--- config.mk ---
export PLATFORM = sky130hd
export DESIGN_NAME = trimmed_range_mean_stats
export DESIGN_NICKNAME = d
export VERILOG_FILES = /design/src/design/trmstat_pkg.sv /design/src/design/trmstat_front.sv /design/src/design/trmstat_queue.sv /design/src/design/trmstat_back.sv /design/src/design/trimmed_range_mean_stats.sv
export SDC_FILE = /design/constraint.sdc
export NUM_CORES = 2
export LEC_CHECK = 0
export BUFFER_PORTS_ARGS = -buffer_cell sky130_fd_sc_hd__buf_2
export CAP_MARGIN = 30
export CORE_UTILIZATION = 65
export CTS_BUF_LIST = sky130_fd_sc_hd__clkbuf_16
export DETAILED_ROUTE_END_ITERATION = 8
export PLACE_DENSITY = 0.8
export SLEW_MARGIN = 10
export SYNTH_ARGS = -nofsm -noshare
export SYNTH_HDL_FRONTEND = slang
export SYNTH_SLANG_ARGS = --single-unit
--- constraint.sdc ---
create_clock -name clk -period 20.6 [get_ports clk]
set_input_delay 0 -clock clk [delete_from_list [all_inputs] [get_ports clk]]
set_output_delay 0 -clock clk [all_outputs]
set_load 0.005 [all_outputs]
--- src/design/trmstat_pkg.sv ---
package trmstat_pkg;

  // Width of the range and mean result fields.
  localparam int DATA_W = 32;
  // Width of the status code.
  localparam int STAT_W = 2;

  // Default sizing of the block.
  localparam int MAX_SAMPLES_DEF = 1024;
  localparam int SAMPLE_BITS_DEF = 32;

  // Entries in the queue between the accumulator and the divider.
  localparam int QUEUE_DEPTH = 2;

  // Fewest valid samples accepted in trim mode; fewer give the too-few status.
  localparam int TRIM_MIN = 4;

  // Status codes carried on the result channel.
  localparam logic [STAT_W-1:0] ST_OK      = 2'd0;
  localparam logic [STAT_W-1:0] ST_TOO_FEW = 2'd1;
  localparam logic [STAT_W-1:0] ST_NO_DATA = 2'd2;

  // Back end sequencer states.
  typedef enum logic [4:0] {
    B_IDLE = 5'b00001,
    B_PREP = 5'b00010,
    B_SIGN = 5'b00100,
    B_DIV  = 5'b01000,
    B_DONE = 5'b10000
  } back_state_t;

endpackage

--- src/design/trmstat_front.sv ---
module trmstat_front #(
  parameter int MAX_SAMPLES = trmstat_pkg::MAX_SAMPLES_DEF,
  parameter int SAMPLE_BITS = trmstat_pkg::SAMPLE_BITS_DEF,
  parameter int CNT_W       = $clog2(MAX_SAMPLES + 1),
  parameter int SUM_W       = SAMPLE_BITS + CNT_W,
  parameter int REC_W       = 1 + CNT_W + SUM_W + 4 * SAMPLE_BITS
) (
  input  logic                   clk,
  input  logic                   rst_n,
  input  logic                   trim_mode,
  input  logic                   in_tvalid,
  output logic                   in_tready,
  input  logic [SAMPLE_BITS-1:0] in_sample,
  input  logic                   in_missing,
  input  logic                   in_last,
  input  logic                   q_full,
  output logic                   q_push,
  output logic [REC_W-1:0]       q_wdata
);

  logic                          accept;
  logic                          take;
  logic signed [SAMPLE_BITS-1:0] v;
  logic signed [SUM_W-1:0]       v_ext;

  logic [CNT_W-1:0]              count_r, count_nxt, count_upd;
  logic signed [SUM_W-1:0]       sum_r, sum_nxt;
  logic signed [SAMPLE_BITS-1:0] lo_r, lo_nxt, lo2_r, lo2_nxt;
  logic signed [SAMPLE_BITS-1:0] hi_r, hi_nxt, hi2_r, hi2_nxt;

  assign in_tready = ~q_full;
  assign accept    = in_tvalid & in_tready;
  assign v         = signed'(in_sample);
  assign v_ext     = SUM_W'(v);
  // Samples beyond the capacity of one subsample are dropped.
  assign take      = accept & ~in_missing & (count_r < CNT_W'(MAX_SAMPLES));

  always_comb begin
    count_upd = count_r;
    sum_nxt   = sum_r;
    lo_nxt    = lo_r;
    lo2_nxt   = lo2_r;
    hi_nxt    = hi_r;
    hi2_nxt   = hi2_r;
    if (take) begin
      count_upd = count_r + CNT_W'(1);
      if (count_r == '0) begin
        sum_nxt = v_ext;
        lo_nxt  = v;
        hi_nxt  = v;
      end else begin
        sum_nxt = sum_r + v_ext;
        if (v < lo_r) begin
          lo2_nxt = lo_r;
          lo_nxt  = v;
        end else if ((count_r == CNT_W'(1)) || (v < lo2_r)) begin
          lo2_nxt = v;
        end
        if (hi_r < v) begin
          hi2_nxt = hi_r;
          hi_nxt  = v;
        end else if ((count_r == CNT_W'(1)) || (hi2_r < v)) begin
          hi2_nxt = v;
        end
      end
    end
    // The last word hands the totals to the back end and starts afresh.
    count_nxt = (accept & in_last) ? '0 : count_upd;
  end

  assign q_push  = accept & in_last;
  assign q_wdata = {trim_mode, count_upd, sum_nxt, lo_nxt, lo2_nxt, hi_nxt, hi2_nxt};

  always_ff @(posedge clk) begin
    if (!rst_n) begin
      count_r <= '0;
    end else begin
      count_r <= count_nxt;
    end
  end

  always_ff @(posedge clk) begin
    sum_r <= sum_nxt;
    lo_r  <= lo_nxt;
    lo2_r <= lo2_nxt;
    hi_r  <= hi_nxt;
    hi2_r <= hi2_nxt;
  end

endmodule

--- src/design/trmstat_queue.sv ---
module trmstat_queue #(
  parameter int WIDTH = 8,
  parameter int DEPTH = trmstat_pkg::QUEUE_DEPTH
) (
  input  logic             clk,
  input  logic             rst_n,
  input  logic             push,
  input  logic [WIDTH-1:0] wdata,
  input  logic             pop,
  output logic [WIDTH-1:0] rdata,
  output logic             full,
  output logic             empty
);

  localparam int PTR_W = (DEPTH > 1) ? $clog2(DEPTH) : 1;
  localparam int CNT_W = $clog2(DEPTH + 1);

  logic [WIDTH-1:0] mem_r [DEPTH];
  logic [PTR_W-1:0] wr_ptr_r, wr_ptr_nxt, rd_ptr_r, rd_ptr_nxt;
  logic [CNT_W-1:0] count_r, count_nxt;
  logic             do_push, do_pop;

  assign full    = (count_r == CNT_W'(DEPTH));
  assign empty   = (count_r == '0);
  assign do_push = push & ~full;
  assign do_pop  = pop & ~empty;
  assign rdata   = mem_r[rd_ptr_r];

  always_comb begin
    wr_ptr_nxt = wr_ptr_r;
    rd_ptr_nxt = rd_ptr_r;
    count_nxt  = count_r;
    if (do_push) begin
      wr_ptr_nxt = (wr_ptr_r == PTR_W'(DEPTH - 1)) ? '0 : wr_ptr_r + PTR_W'(1);
    end
    if (do_pop) begin
      rd_ptr_nxt = (rd_ptr_r == PTR_W'(DEPTH - 1)) ? '0 : rd_ptr_r + PTR_W'(1);
    end
    if (do_push && !do_pop) begin
      count_nxt = count_r + CNT_W'(1);
    end else if (do_pop && !do_push) begin
      count_nxt = count_r - CNT_W'(1);
    end
  end

  always_ff @(posedge clk) begin
    if (!rst_n) begin
      wr_ptr_r <= '0;
      rd_ptr_r <= '0;
      count_r  <= '0;
    end else begin
      wr_ptr_r <= wr_ptr_nxt;
      rd_ptr_r <= rd_ptr_nxt;
      count_r  <= count_nxt;
    end
  end

  always_ff @(posedge clk) begin
    if (do_push) begin
      mem_r[wr_ptr_r] <= wdata;
    end
  end

endmodule

--- src/design/trmstat_back.sv ---
module trmstat_back #(
  parameter int MAX_SAMPLES = trmstat_pkg::MAX_SAMPLES_DEF,
  parameter int SAMPLE_BITS = trmstat_pkg::SAMPLE_BITS_DEF,
  parameter int CNT_W       = $clog2(MAX_SAMPLES + 1),
  parameter int SUM_W       = SAMPLE_BITS + CNT_W,
  parameter int REC_W       = 1 + CNT_W + SUM_W + 4 * SAMPLE_BITS
) (
  input  logic                              clk,
  input  logic                              rst_n,
  input  logic                              q_empty,
  input  logic [REC_W-1:0]                  q_rdata,
  output logic                              q_pop,
  output logic                              out_tvalid,
  input  logic                              out_tready,
  output logic [trmstat_pkg::DATA_W-1:0]    out_range,
  output logic [trmstat_pkg::DATA_W-1:0]    out_mean,
  output logic [trmstat_pkg::STAT_W-1:0]    out_status
);

  import trmstat_pkg::*;

  localparam int SB     = SAMPLE_BITS;
  localparam int BCNT_W = $clog2(SUM_W);

  back_state_t state_r, state_nxt;

  logic [REC_W-1:0]       rec_r;
  logic                   rec_trim;
  logic [CNT_W-1:0]       rec_count;
  logic signed [SUM_W-1:0] rec_sum;
  logic signed [SB-1:0]   rec_lo, rec_lo2, rec_hi, rec_hi2;

  logic [STAT_W-1:0]      status_r, status_nxt;
  logic [SB:0]            diff;
  logic [DATA_W-1:0]      range_r;
  logic signed [SUM_W-1:0] num_r, num_nxt;
  logic [CNT_W-1:0]       div_r, div_nxt;
  logic                   neg_r;
  logic [SUM_W-1:0]       quo_r;
  logic [CNT_W-1:0]       rem_r;
  logic [BCNT_W-1:0]      bit_r;
  logic [CNT_W:0]         shifted, trial;
  logic                   fits;
  logic signed [SUM_W-1:0] mean_full;

  logic                   out_valid_r;
  logic [DATA_W-1:0]      out_range_r, out_mean_r;
  logic [STAT_W-1:0]      out_status_r;
  logic                   out_load;

  assign {rec_trim, rec_count, rec_sum, rec_lo, rec_lo2, rec_hi, rec_hi2} = rec_r;

  // Status, numerator and divisor of the mean, and the range difference.
  always_comb begin
    if (rec_trim) begin
      status_nxt = (rec_count < CNT_W'(TRIM_MIN)) ? ST_TOO_FEW : ST_OK;
      num_nxt    = rec_sum - SUM_W'(rec_lo) - SUM_W'(rec_hi);
      div_nxt    = rec_count - CNT_W'(2);
      diff       = (SB + 1)'(rec_hi2) - (SB + 1)'(rec_lo2);
    end else begin
      status_nxt = (rec_count == '0) ? ST_NO_DATA : ST_OK;
      num_nxt    = rec_sum;
      div_nxt    = rec_count;
      diff       = (SB + 1)'(rec_hi) - (SB + 1)'(rec_lo);
    end
  end

  // One restoring step of the unsigned magnitude divide.
  assign shifted   = {rem_r, quo_r[SUM_W-1]};
  assign fits      = (shifted >= {1'b0, div_r});
  assign trial     = shifted - {1'b0, div_r};
  assign mean_full = neg_r ? -signed'(quo_r) : signed'(quo_r);

  assign q_pop    = (state_r == B_IDLE) && !q_empty;
  assign out_load = (state_r == B_DONE) && (!out_valid_r || out_tready);

  always_comb begin
    state_nxt = state_r;
    unique case (state_r)
      B_IDLE: begin
        if (!q_empty) begin
          state_nxt = B_PREP;
        end
      end
      B_PREP: begin
        state_nxt = (status_nxt == ST_OK) ? B_SIGN : B_DONE;
      end
      B_SIGN: begin
        state_nxt = B_DIV;
      end
      B_DIV: begin
        if (bit_r == BCNT_W'(SUM_W - 1)) begin
          state_nxt = B_DONE;
        end
      end
      B_DONE: begin
        if (out_load) begin
          state_nxt = B_IDLE;
        end
      end
      default: state_nxt = B_IDLE;
    endcase
  end

  always_ff @(posedge clk) begin
    if (!rst_n) begin
      state_r     <= B_IDLE;
      out_valid_r <= 1'b0;
    end else begin
      state_r <= state_nxt;
      if (out_load) begin
        out_valid_r <= 1'b1;
      end else if (out_tready) begin
        out_valid_r <= 1'b0;
      end
    end
  end

  always_ff @(posedge clk) begin
    if (q_pop) begin
      rec_r <= q_rdata;
    end
    if (state_r == B_PREP) begin
      status_r <= status_nxt;
      num_r    <= num_nxt;
      div_r    <= div_nxt;
      range_r  <= DATA_W'(diff);
    end
    if (state_r == B_SIGN) begin
      neg_r <= num_r[SUM_W-1];
      quo_r <= num_r[SUM_W-1] ? unsigned'(-num_r) : unsigned'(num_r);
      rem_r <= '0;
      bit_r <= '0;
    end
    if (state_r == B_DIV) begin
      quo_r <= {quo_r[SUM_W-2:0], fits};
      rem_r <= fits ? trial[CNT_W-1:0] : shifted[CNT_W-1:0];
      bit_r <= bit_r + BCNT_W'(1);
    end
    if (out_load) begin
      out_status_r <= status_r;
      out_range_r  <= (status_r == ST_OK) ? range_r : '0;
      out_mean_r   <= (status_r == ST_OK) ? DATA_W'(mean_full) : '0;
    end
  end

  assign out_tvalid = out_valid_r;
  assign out_range  = out_range_r;
  assign out_mean   = out_mean_r;
  assign out_status = out_status_r;

  a_err_zero: assert property (@(posedge clk) disable iff (!rst_n)
    (out_valid_r && (out_status_r != ST_OK)) |-> (out_range_r == '0 && out_mean_r == '0))
    else $error("error status result carries nonzero figures");

  a_div_bound: assert property (@(posedge clk) disable iff (!rst_n)
    (state_r == B_DIV) |-> (bit_r <= BCNT_W'(SUM_W - 1)))
    else $error("divide step count ran past the dividend width");

  a_no_overwrite: assert property (@(posedge clk) disable iff (!rst_n)
    (out_valid_r && !out_tready) |=> out_valid_r)
    else $error("pending result dropped before it was taken");

  a_pop_idle: assert property (@(posedge clk) disable iff (!rst_n)
    q_pop |=> (state_r == B_PREP))
    else $error("queue popped without starting a result");

endmodule

--- src/design/trimmed_range_mean_stats.sv ---
// Trimmed range and mean over one subsample of Q16.16 samples.
//
// Input words arrive on the in_ stream channel: tdata holds the sample,
// tuser flags a missing sample (skipped) and tlast marks the final word of
// the subsample. Each non-missing word updates a count, a running sum and
// the two smallest and two largest values; the front end takes one word per
// cycle while the queue is not full. The word carrying tlast hands those
// totals to a two-entry queue and clears the accumulator for the next
// subsample. The back end pops one entry, works out the status, the range
// and the numerator of the mean, then runs a restoring divide that resolves
// one quotient bit per cycle; a result with ok status then goes to the
// out_ channel. An error status skips the divide. Short subsamples are
// absorbed by the queue; when it is full, in_tready drops. A result waits
// in the output register while out_tready is low, and the back end starts
// on the next queued entry meanwhile. cfg_we writes the trim mode bit,
// which is sampled with each tlast word. rst_n clears the accumulator, the
// queue, the back end and the trim mode; no result is pending after reset.
module trimmed_range_mean_stats #(
  parameter int MAX_SAMPLES = trmstat_pkg::MAX_SAMPLES_DEF,
  parameter int SAMPLE_BITS = trmstat_pkg::SAMPLE_BITS_DEF
) (
  input  logic                                  clk,
  input  logic                                  rst_n,
  input  logic                                  cfg_we,
  input  logic                                  cfg_wdata,     // trim_mode
  input  logic                                  in_tvalid,
  output logic                                  in_tready,
  input  logic [((SAMPLE_BITS + 7) / 8) * 8-1:0] in_tdata,     // sample
  input  logic                                  in_tuser,      // is_missing
  input  logic                                  in_tlast,      // is_last
  output logic                                  out_tvalid,
  input  logic                                  out_tready,
  output logic [2 * trmstat_pkg::DATA_W-1:0]    out_tdata,     // range_out, mean_out
  output logic [trmstat_pkg::STAT_W-1:0]        out_tuser      // status
);

  import trmstat_pkg::*;

  localparam int CNT_W = $clog2(MAX_SAMPLES + 1);
  localparam int SUM_W = SAMPLE_BITS + CNT_W;
  localparam int REC_W = 1 + CNT_W + SUM_W + 4 * SAMPLE_BITS;

  logic              trim_mode_r;
  logic              q_push, q_pop, q_full, q_empty;
  logic [REC_W-1:0]  q_wdata, q_rdata;
  logic [DATA_W-1:0] res_range, res_mean;

  // The user must write the trim mode register only between subsamples; the block itself does not enforce it.
  always_ff @(posedge clk) begin
    if (!rst_n) begin
      trim_mode_r <= 1'b0;
    end else if (cfg_we) begin
      trim_mode_r <= cfg_wdata;
    end
  end

  trmstat_front #(
    .MAX_SAMPLES (MAX_SAMPLES),
    .SAMPLE_BITS (SAMPLE_BITS),
    .CNT_W       (CNT_W),
    .SUM_W       (SUM_W),
    .REC_W       (REC_W)
  ) u_front (
    .clk        (clk),
    .rst_n      (rst_n),
    .trim_mode  (trim_mode_r),
    .in_tvalid  (in_tvalid),
    .in_tready  (in_tready),
    .in_sample  (in_tdata[SAMPLE_BITS-1:0]),
    .in_missing (in_tuser),
    .in_last    (in_tlast),
    .q_full     (q_full),
    .q_push     (q_push),
    .q_wdata    (q_wdata)
  );

  trmstat_queue #(
    .WIDTH (REC_W),
    .DEPTH (QUEUE_DEPTH)
  ) u_queue (
    .clk   (clk),
    .rst_n (rst_n),
    .push  (q_push),
    .wdata (q_wdata),
    .pop   (q_pop),
    .rdata (q_rdata),
    .full  (q_full),
    .empty (q_empty)
  );

  trmstat_back #(
    .MAX_SAMPLES (MAX_SAMPLES),
    .SAMPLE_BITS (SAMPLE_BITS),
    .CNT_W       (CNT_W),
    .SUM_W       (SUM_W),
    .REC_W       (REC_W)
  ) u_back (
    .clk        (clk),
    .rst_n      (rst_n),
    .q_empty    (q_empty),
    .q_rdata    (q_rdata),
    .q_pop      (q_pop),
    .out_tvalid (out_tvalid),
    .out_tready (out_tready),
    .out_range  (res_range),
    .out_mean   (res_mean),
    .out_status (out_tuser)
  );

  // Range in the low half, mean in the high half.
  assign out_tdata = {res_mean, res_range};

endmodule
# ---- Word level (Yosys, flattened, before mapping)
# Memory sizes are Yosys's and may differ from the RTL's. A register that Yosys moved wholly into a read port is not among the register bits.
# Index checks and enable logic that the tools add are counted.
dict set report totals {
  memories 1
  reg_bits 408
  ram_bits 366
  in_bits 40
}
dict set report op_classes {
  n_lt_le_gt_ge 7
  bitwise_logic 10
  n_mux 45
  add_sub_neg 15
  eq_ne 11
  n_reduce_logical 21
}
# name depth word_bits read_ports rd_ports_with_merged_regs write_ports line
set mem_list {}
lappend mem_list {u_queue.mem_r 2 183 1 1 1 trmstat_queue.sv:18} ;# logic [WIDTH-1:0] mem_r [DEPTH];
# op count
set op_table {}
lappend op_table {{2-to-1 mux 32 bit} 16}
lappend op_table {{2-to-1 mux 43 bit} 6}
lappend op_table {{less-than comparator 32 bit} 4}
lappend op_table {{subtractor 43 x 32 -> 43 bit} 2}
lappend op_table {{subtractor 32 bit} 2}
lappend op_table {{2-to-1 mux 11 bit} 5}
lappend op_table {{adder 43 x 32 -> 43 bit} 1}
lappend op_table {{negator 43 bit} 1}
lappend op_table {{negator 32 bit} 1}
lappend op_table {{case mux 5 bit (5 select lines)} 1}
lappend op_table {{zero test 11 bit} 2}
lappend op_table {{2-to-1 mux 5 bit} 4}
lappend op_table {{greater-or-equal comparator 12 x 11 -> 1 bit} 1}
lappend op_table {{2-to-1 mux 6 bit} 2}
lappend op_table {{adder 11 x 1 -> 11 bit (second input constant)} 1}
lappend op_table {{== test 11 x 1 -> 1 bit (second input constant)} 1}
lappend op_table {{less-than comparator 11 bit (second input constant)} 1}
lappend op_table {{less-than comparator 11 x 3 -> 1 bit (second input constant)} 1}
lappend op_table {{subtractor 11 bit} 1}
lappend op_table {{subtractor 11 x 2 -> 11 bit (second input constant)} 1}
lappend op_table {{2-to-1 mux 2 bit} 4}
lappend op_table {{2-to-1 mux 1 bit} 7}
lappend op_table {{adder 6 x 1 -> 6 bit (second input constant)} 1}
lappend op_table {{AND 1 bit} 6}
lappend op_table {{other kinds (20)} 37}

# ---- Longest topological paths before layout
dict set report depth {
  word_depth 9
  depth_mapped 17
}

# ---- Cells and area by module
# A second synthesis with hierarchy kept.
dict set report hier_totals {
  cells_unflattened 4015
  hier_area_um2 48994.5
}
# mod area_each_um2 seq_area_each_um2 instances cells_each
set modules_own_cells {}
lappend modules_own_cells {trmstat_back 23337.4 12071.6 1 2042}
lappend modules_own_cells {trmstat_queue 13496.7 11090.6 1 594}
lappend modules_own_cells {trmstat_front 12124.1 3643.5 1 1376}
lappend modules_own_cells {trimmed_range_mean_stats 36.3 20.0 1 3}

# ---- Worst setup path before layout
# OpenSTA, ideal clock, no wires.
dict set report synth_timing {
  path_kind {register -> register}
  from {reg u_back.state_r[1]}
  to {reg u_queue.count_r[1]}
  arrival_time_ns 10.255
  required_ns 20.524
  path_stages_with_launch 9
  path_buffers 0
  synth_period_minus_slack_ns 10.330
  setup_slack_ns 10.270
  path_cell_list {dfxtp_1 > nor3_1 > and3b_1 > nor2b_1 > inv_1 > ha_1 > xor2_1 > or3_1 > a21boi_0}
}
dict set report synth_between {
  elab_chain_cells 6
  word_cells_on_any_way 8
  cone_classes {eq/ne: 1; mux: 1; bitwise: 1; reduce/logical: 5}
}
# item line
set synth_lines {}
lappend synth_lines {{from (decl)} trmstat_back.sv:25} ;# back_state_t state_r, state_nxt;
lappend synth_lines {{from (signal assigned)} trmstat_back.sv:110} ;# state_r <= state_nxt;
lappend synth_lines {{== test 5 x 1 -> 1 bit (*)} trmstat_back.sv:74} ;# assign q_pop = (state_r == B_IDLE) && !q_empty;
lappend synth_lines {{logical AND 1 bit (*)} trmstat_back.sv:74}
lappend synth_lines {{net q_pop} trimmed_range_mean_stats.sv:44} ;# logic q_push, q_pop, q_full, q_empty;
lappend synth_lines {{AND 1 bit (*)} trmstat_queue.sv:26} ;# assign do_pop = pop & ~empty;
lappend synth_lines {{zero test 1 bit} trmstat_queue.sv:39} ;# if (do_push && !do_pop) begin
lappend synth_lines {{logical AND 1 bit} trmstat_queue.sv:39}
lappend synth_lines {{2-to-1 mux 2 bit / nonzero test 2 bit (equally long branches)} -}
lappend synth_lines {{to (signal assigned)} trmstat_queue.sv:54} ;# count_r <= count_nxt;
lappend synth_lines {{to (decl)} trmstat_queue.sv:20} ;# logic [CNT_W-1:0] count_r, count_nxt;
# Mark *: on every way through the listed nets, which the timed path passes. The rest lies on a longest branch.
# A chain may end at the register's enable or synchronous reset.

# ---- Final worst setup path
dict set report layout_timing {
  from {reg u_back.rec_r[96] (read register of u_queue.mem_r)}
  to {reg u_back.num_r[38] (data pin)}
}
dict set report layout_between {
  elab_chain_cells 3
}
# item line
set layout_lines {}
lappend layout_lines {{from (decl)} trmstat_back.sv:27} ;# logic [REC_W-1:0] rec_r;
lappend layout_lines {{subtractor 43 x 32 -> 43 bit (2 in series)} trmstat_back.sv:57} ;# num_nxt = rec_sum - SUM_W'(rec_lo) - SUM_W'(rec_hi);
lappend layout_lines {{2-to-1 mux 43 bit} trmstat_back.sv:55} ;# if (rec_trim) begin
lappend layout_lines {{net u_back.num_nxt[38]} trmstat_back.sv:36} ;# logic signed [SUM_W-1:0] num_r, num_nxt;
lappend layout_lines {{to (signal assigned)} trmstat_back.sv:125} ;# num_r <= num_nxt;
lappend layout_lines {{to (decl)} trmstat_back.sv:36}
# The timed path passes the listed nets, and every way through them passes these cells.

==> flow_summary.json <==
{
  "cts.sinks": 957,
  "synth_top_cells_by_area": "edfxtp_1 (48%), ha_1 (8.4%), dfxtp_1 (8.0%), mux2_2 (5.8%), a21oi_1 (2.6%)",
  "worst-path-buf-inv": 2,
  "final_antenna_net_count": 0,
  "yosysTopAreaCellShare_pct": 47.7,
  "syn2layout_area_growth_pct": 10.7,
  "worst_pin_slew_ps": 1020,
  "p_comb_share_pct": 46.1,
  "synth-seq-area-share_pct": 55.7,
  "tns_ps": 0,
  "yosys.area.top_type": "edfxtp_1",
  "io_buffers": 107,
  "hold_viol": 0,
  "cts_root_buffer": "clkbuf_16",
  "antenna_found_initial": 5,
  "required_ps": 21000,
  "clkPwrFrac_pct": 19.5,
  "syn_inst": 4003,
  "die_area_um2": 75100,
  "h-tree-depth": 3,
  "grt_pass1_vias": 30494,
  "critPathLaunchType": "flip-flop",
  "std_cell_rows": 99,
  "synth_nets": 4412,
  "maxSlewViolCount": 0,
  "pwr-share-seq_pct": 34.4,
  "totalPowerFinal_w": 0.00889,
  "p_int_w": 0.00547,
  "rsz0062_at_grt": "no",
  "cp_cell_sequence": "inv_1, fa_1, inv_1, ha_1, nor2_1, fa_1, nor2b_1, o21ai_0, a21boi_0, o21ai_0, a211oi_1, nor4_1, o2111ai_1, a311o_1, a21oi_1, xnor2_1, mux2_2",
  "synth_edf_count": 764,
  "utilization_pct": 72.9,
  "clk_latency_ps": 660,
  "cpMaxStageDelayCell": "nor4_1",
  "core_area_um2": 73100,
  "switching_power_w": 0.00342,
  "synth-seq-cells": 957,
  "failed_checks": "DRC",
  "p_per_area_nw_per_um2": 167,
  "worstPathArrival_ps": 5100,
  "power.leakage_nw": 20.9,
  "ir_worst_vdd_mv": 0.0904,
  "status": "complete, but fails checks",
  "timing.fmax_mhz": 213,
  "setup_viol": 0,
  "crit_fanout": 5,
  "grt_pass1_wl_mm": 169,
  "track_usage_pct": 29.2,
  "worstSetupPathType": "flip-flop to flip-flop",
  "fin_skew_ps": 23.4,
  "period_needed_ps": 4700,
  "dp_slack_ps": 15920,
  "min_period_over_period_pct": 22.8,
  "dp_hpwl_mm": 76.2,
  "route.vias.total": 31509,
  "nFillCells": 4848,
  "netlist_area_um2": 48100,
  "antenna_cells": 0,
  "synthDistinctLibCells": 71,
  "min_path_type": "input pin to flip-flop",
  "switching_share_pct": 38.5,
  "place.gp.congestion": 0.960,
  "max-slew-margin-rel_pct": 32.2,
  "drt-initial-drc-count": 2833,
  "grt_overflow": 0,
  "cap_violations": 0,
  "cts_tree": "yes",
  "path_delay_family": "compound AO/OA/AOI/OAI gates",
  "routed_via_density": 6.07,
  "routed_wl_mm": 109,
  "post-route-drc-count": 24,
  "drive_above_1_share_pct": 13.6,
  "first_pass_iters": 8,
  "cts_resized": 0,
  "cp_slowest_stage_delay_ps": 560,
  "start_util_pct": 65.9,
  "path_clk_slew_ps": 60,
  "cts_inserted_buffers": 95,
  "grt_max_degree": 158,
  "wire_per_inst_um": 21.0,
  "async_reset_ff_share_pct": 0,
  "die_y_um": 274,
  "endpoint_kind": "flip-flop",
  "postLayoutSetupSlackWorst_ps": 15900,
  "die_w_um": 274,
  "pin_count": 108,
  "synth_warnings": 0,
  "synth_ff_type": "edfxtp_1",
  "final_nets": 4561,
  "syn_area_per_cell_um2": 12.0,
  "cts_buffer_depth": 3
}
[sequential cells by signal (all words and copies together) (netlist names), 43 cells and up]
register and count:
u_back.rec_r 183, u_back.quo_r 43, u_front.sum_r 43, u_back.num_r 43
u_queue.mem_r 366
[worst reg2reg max path: cells and delay by family, from the launching register on]
family | cells | cell delay (ps)
XOR/XNOR | 1 | 80
multiplexers | 1 | 270
adder cells (fa/ha/maj) | 3 | 960
buffers and inverters | 2 | 140
flip-flops | 1 | 370
AND/OR/NAND/NOR | 3 | 750
AO/OA/AOI/OAI | 7 | 1910
[layout make-up]
type	count	area [um^2]	area share, %
clock buffers	95	2380	4.46
clock inverters	84	756	1.42
inverters	284	1070	2.00
multi-input cells	2634	19900	37.3
flip-flops and latches	957	26800	50.3
well taps	959	1200	2.25
repair buffers	180	1210	2.28
[cells in the final DEF, fill, tap and decap left out, types with 13 or more instances in the layout]
cell	synthesis	layout
and3_1	14	14
nand2b_1	35	35
o21bai_1	28	28
fa_1	46	46
a21boi_0	16	16
nor3_1	36	35
a211oi_1	17	17
buf_4	0	29
edfxtp_1	764	764
nor2b_1	48	45
dfxtp_1	193	192
xnor2_1	107	107
and2_1	43	43
or3_1	33	32
o22ai_1	34	34
a31oi_1	18	18
nor2_1	235	230
mux2_2	249	249
a21o_1	110	110
nand4_1	34	34
xor2_1	111	111
ha_1	323	323
o21ai_0	212	212
clkinv_2	0	15
o211ai_1	13	13
clkinv_1	1	18
inv_1	283	305
dlygate4sd3_1	0	42
a21oi_1	250	249
nand2_1	238	238
nand3_1	136	136
o21a_1	22	22
buf_2	0	107
o31ai_1	38	38
clkbuf_16	0	95
mux2i_1	45	44
[what timing repair did]
| action | CTS | global route |
|---|---|---|
| hold endpoints to repair | 442 | 0 |
| buffers inserted | 0 | 0 |
| hold buffers | 42 | 0 |
[worst paths after layout]
kind | from | to | slack, ps | cells after the start
hold / removal | in_tvalid | u_queue.wr_ptr_r | 110 | 5
setup reg to reg | u_back.rec_r[96] | u_back.num_r[38] | 15900 | 17
setup / recovery | u_back.rec_r[96] | u_back.num_r[38] | 15900 | 17
hold reg to reg | trim_mode_r | u_queue.mem_r[1][182] | 480 | 0
[cells by family (layout without fill, tap and decap cells)]
kind of cell	count (synthesis)	after routing	synth area share, %
buf+inv	412	643	3.21
mux	294	294	6.76
fa+ha+maj	369	369	10.3
flops	957	957	55.7
xor+xnor	218	218	3.97
simple gates	920	920	9.31
compound gates	833	833	10.7
[stage by stage]
| stage | hold WS [ps] | cells | instance area [um^2] |
|---|---|---|---|
| after floorplan | 141 | 4003 | 48100 |
| after global placement | 256 | 4972 | 49700 |
| after detailed placement | 292 | 4972 | 49700 |
| after CTS | 66.7 | 5193 | 53300 |
| after global routing | 123 | 5193 | 53300 |
| final | 107 | 5193 | 53300 |
[power groups by stage]
stage / Sequential, W / Clock (W) / Combinational (W)
after floorplan: 0.00303 / 0 / 0.00302
after global placement: 0.00306 / 0 / 0.00389
after detailed placement: 0.00308 / 0 / 0.00398
after CTS: 0.00305 / 0.00175 / 0.00404
after global routing: 0.00310 / 0.00183 / 0.00451
final: 0.00306 / 0.00173 / 0.00410
[layer usage]
metal / part of all wire [%] / global-route usage (%)
met1: 44 / 43.0
met4: 2.5 / 8.89
met3: 8.6 / 4.73
met2: 45 / 44.8
met5: 0 / 0
[Yosys cell counts, types with 43 or more instances]
cell type / number
xor2_1: 111
ha_1: 323
nand2_1: 238
inv_1: 283
dfxtp_1: 193
mux2i_1: 45
nand3_1: 136
nor2_1: 235
and2_1: 43
nor2b_1: 48
mux2_2: 249
fa_1: 46
a21oi_1: 250
a21o_1: 110
clkbuf_1: 116
o21ai_0: 212
edfxtp_1: 764
xnor2_1: 107
No activity file was read; power rests on OpenSTA's default activity.
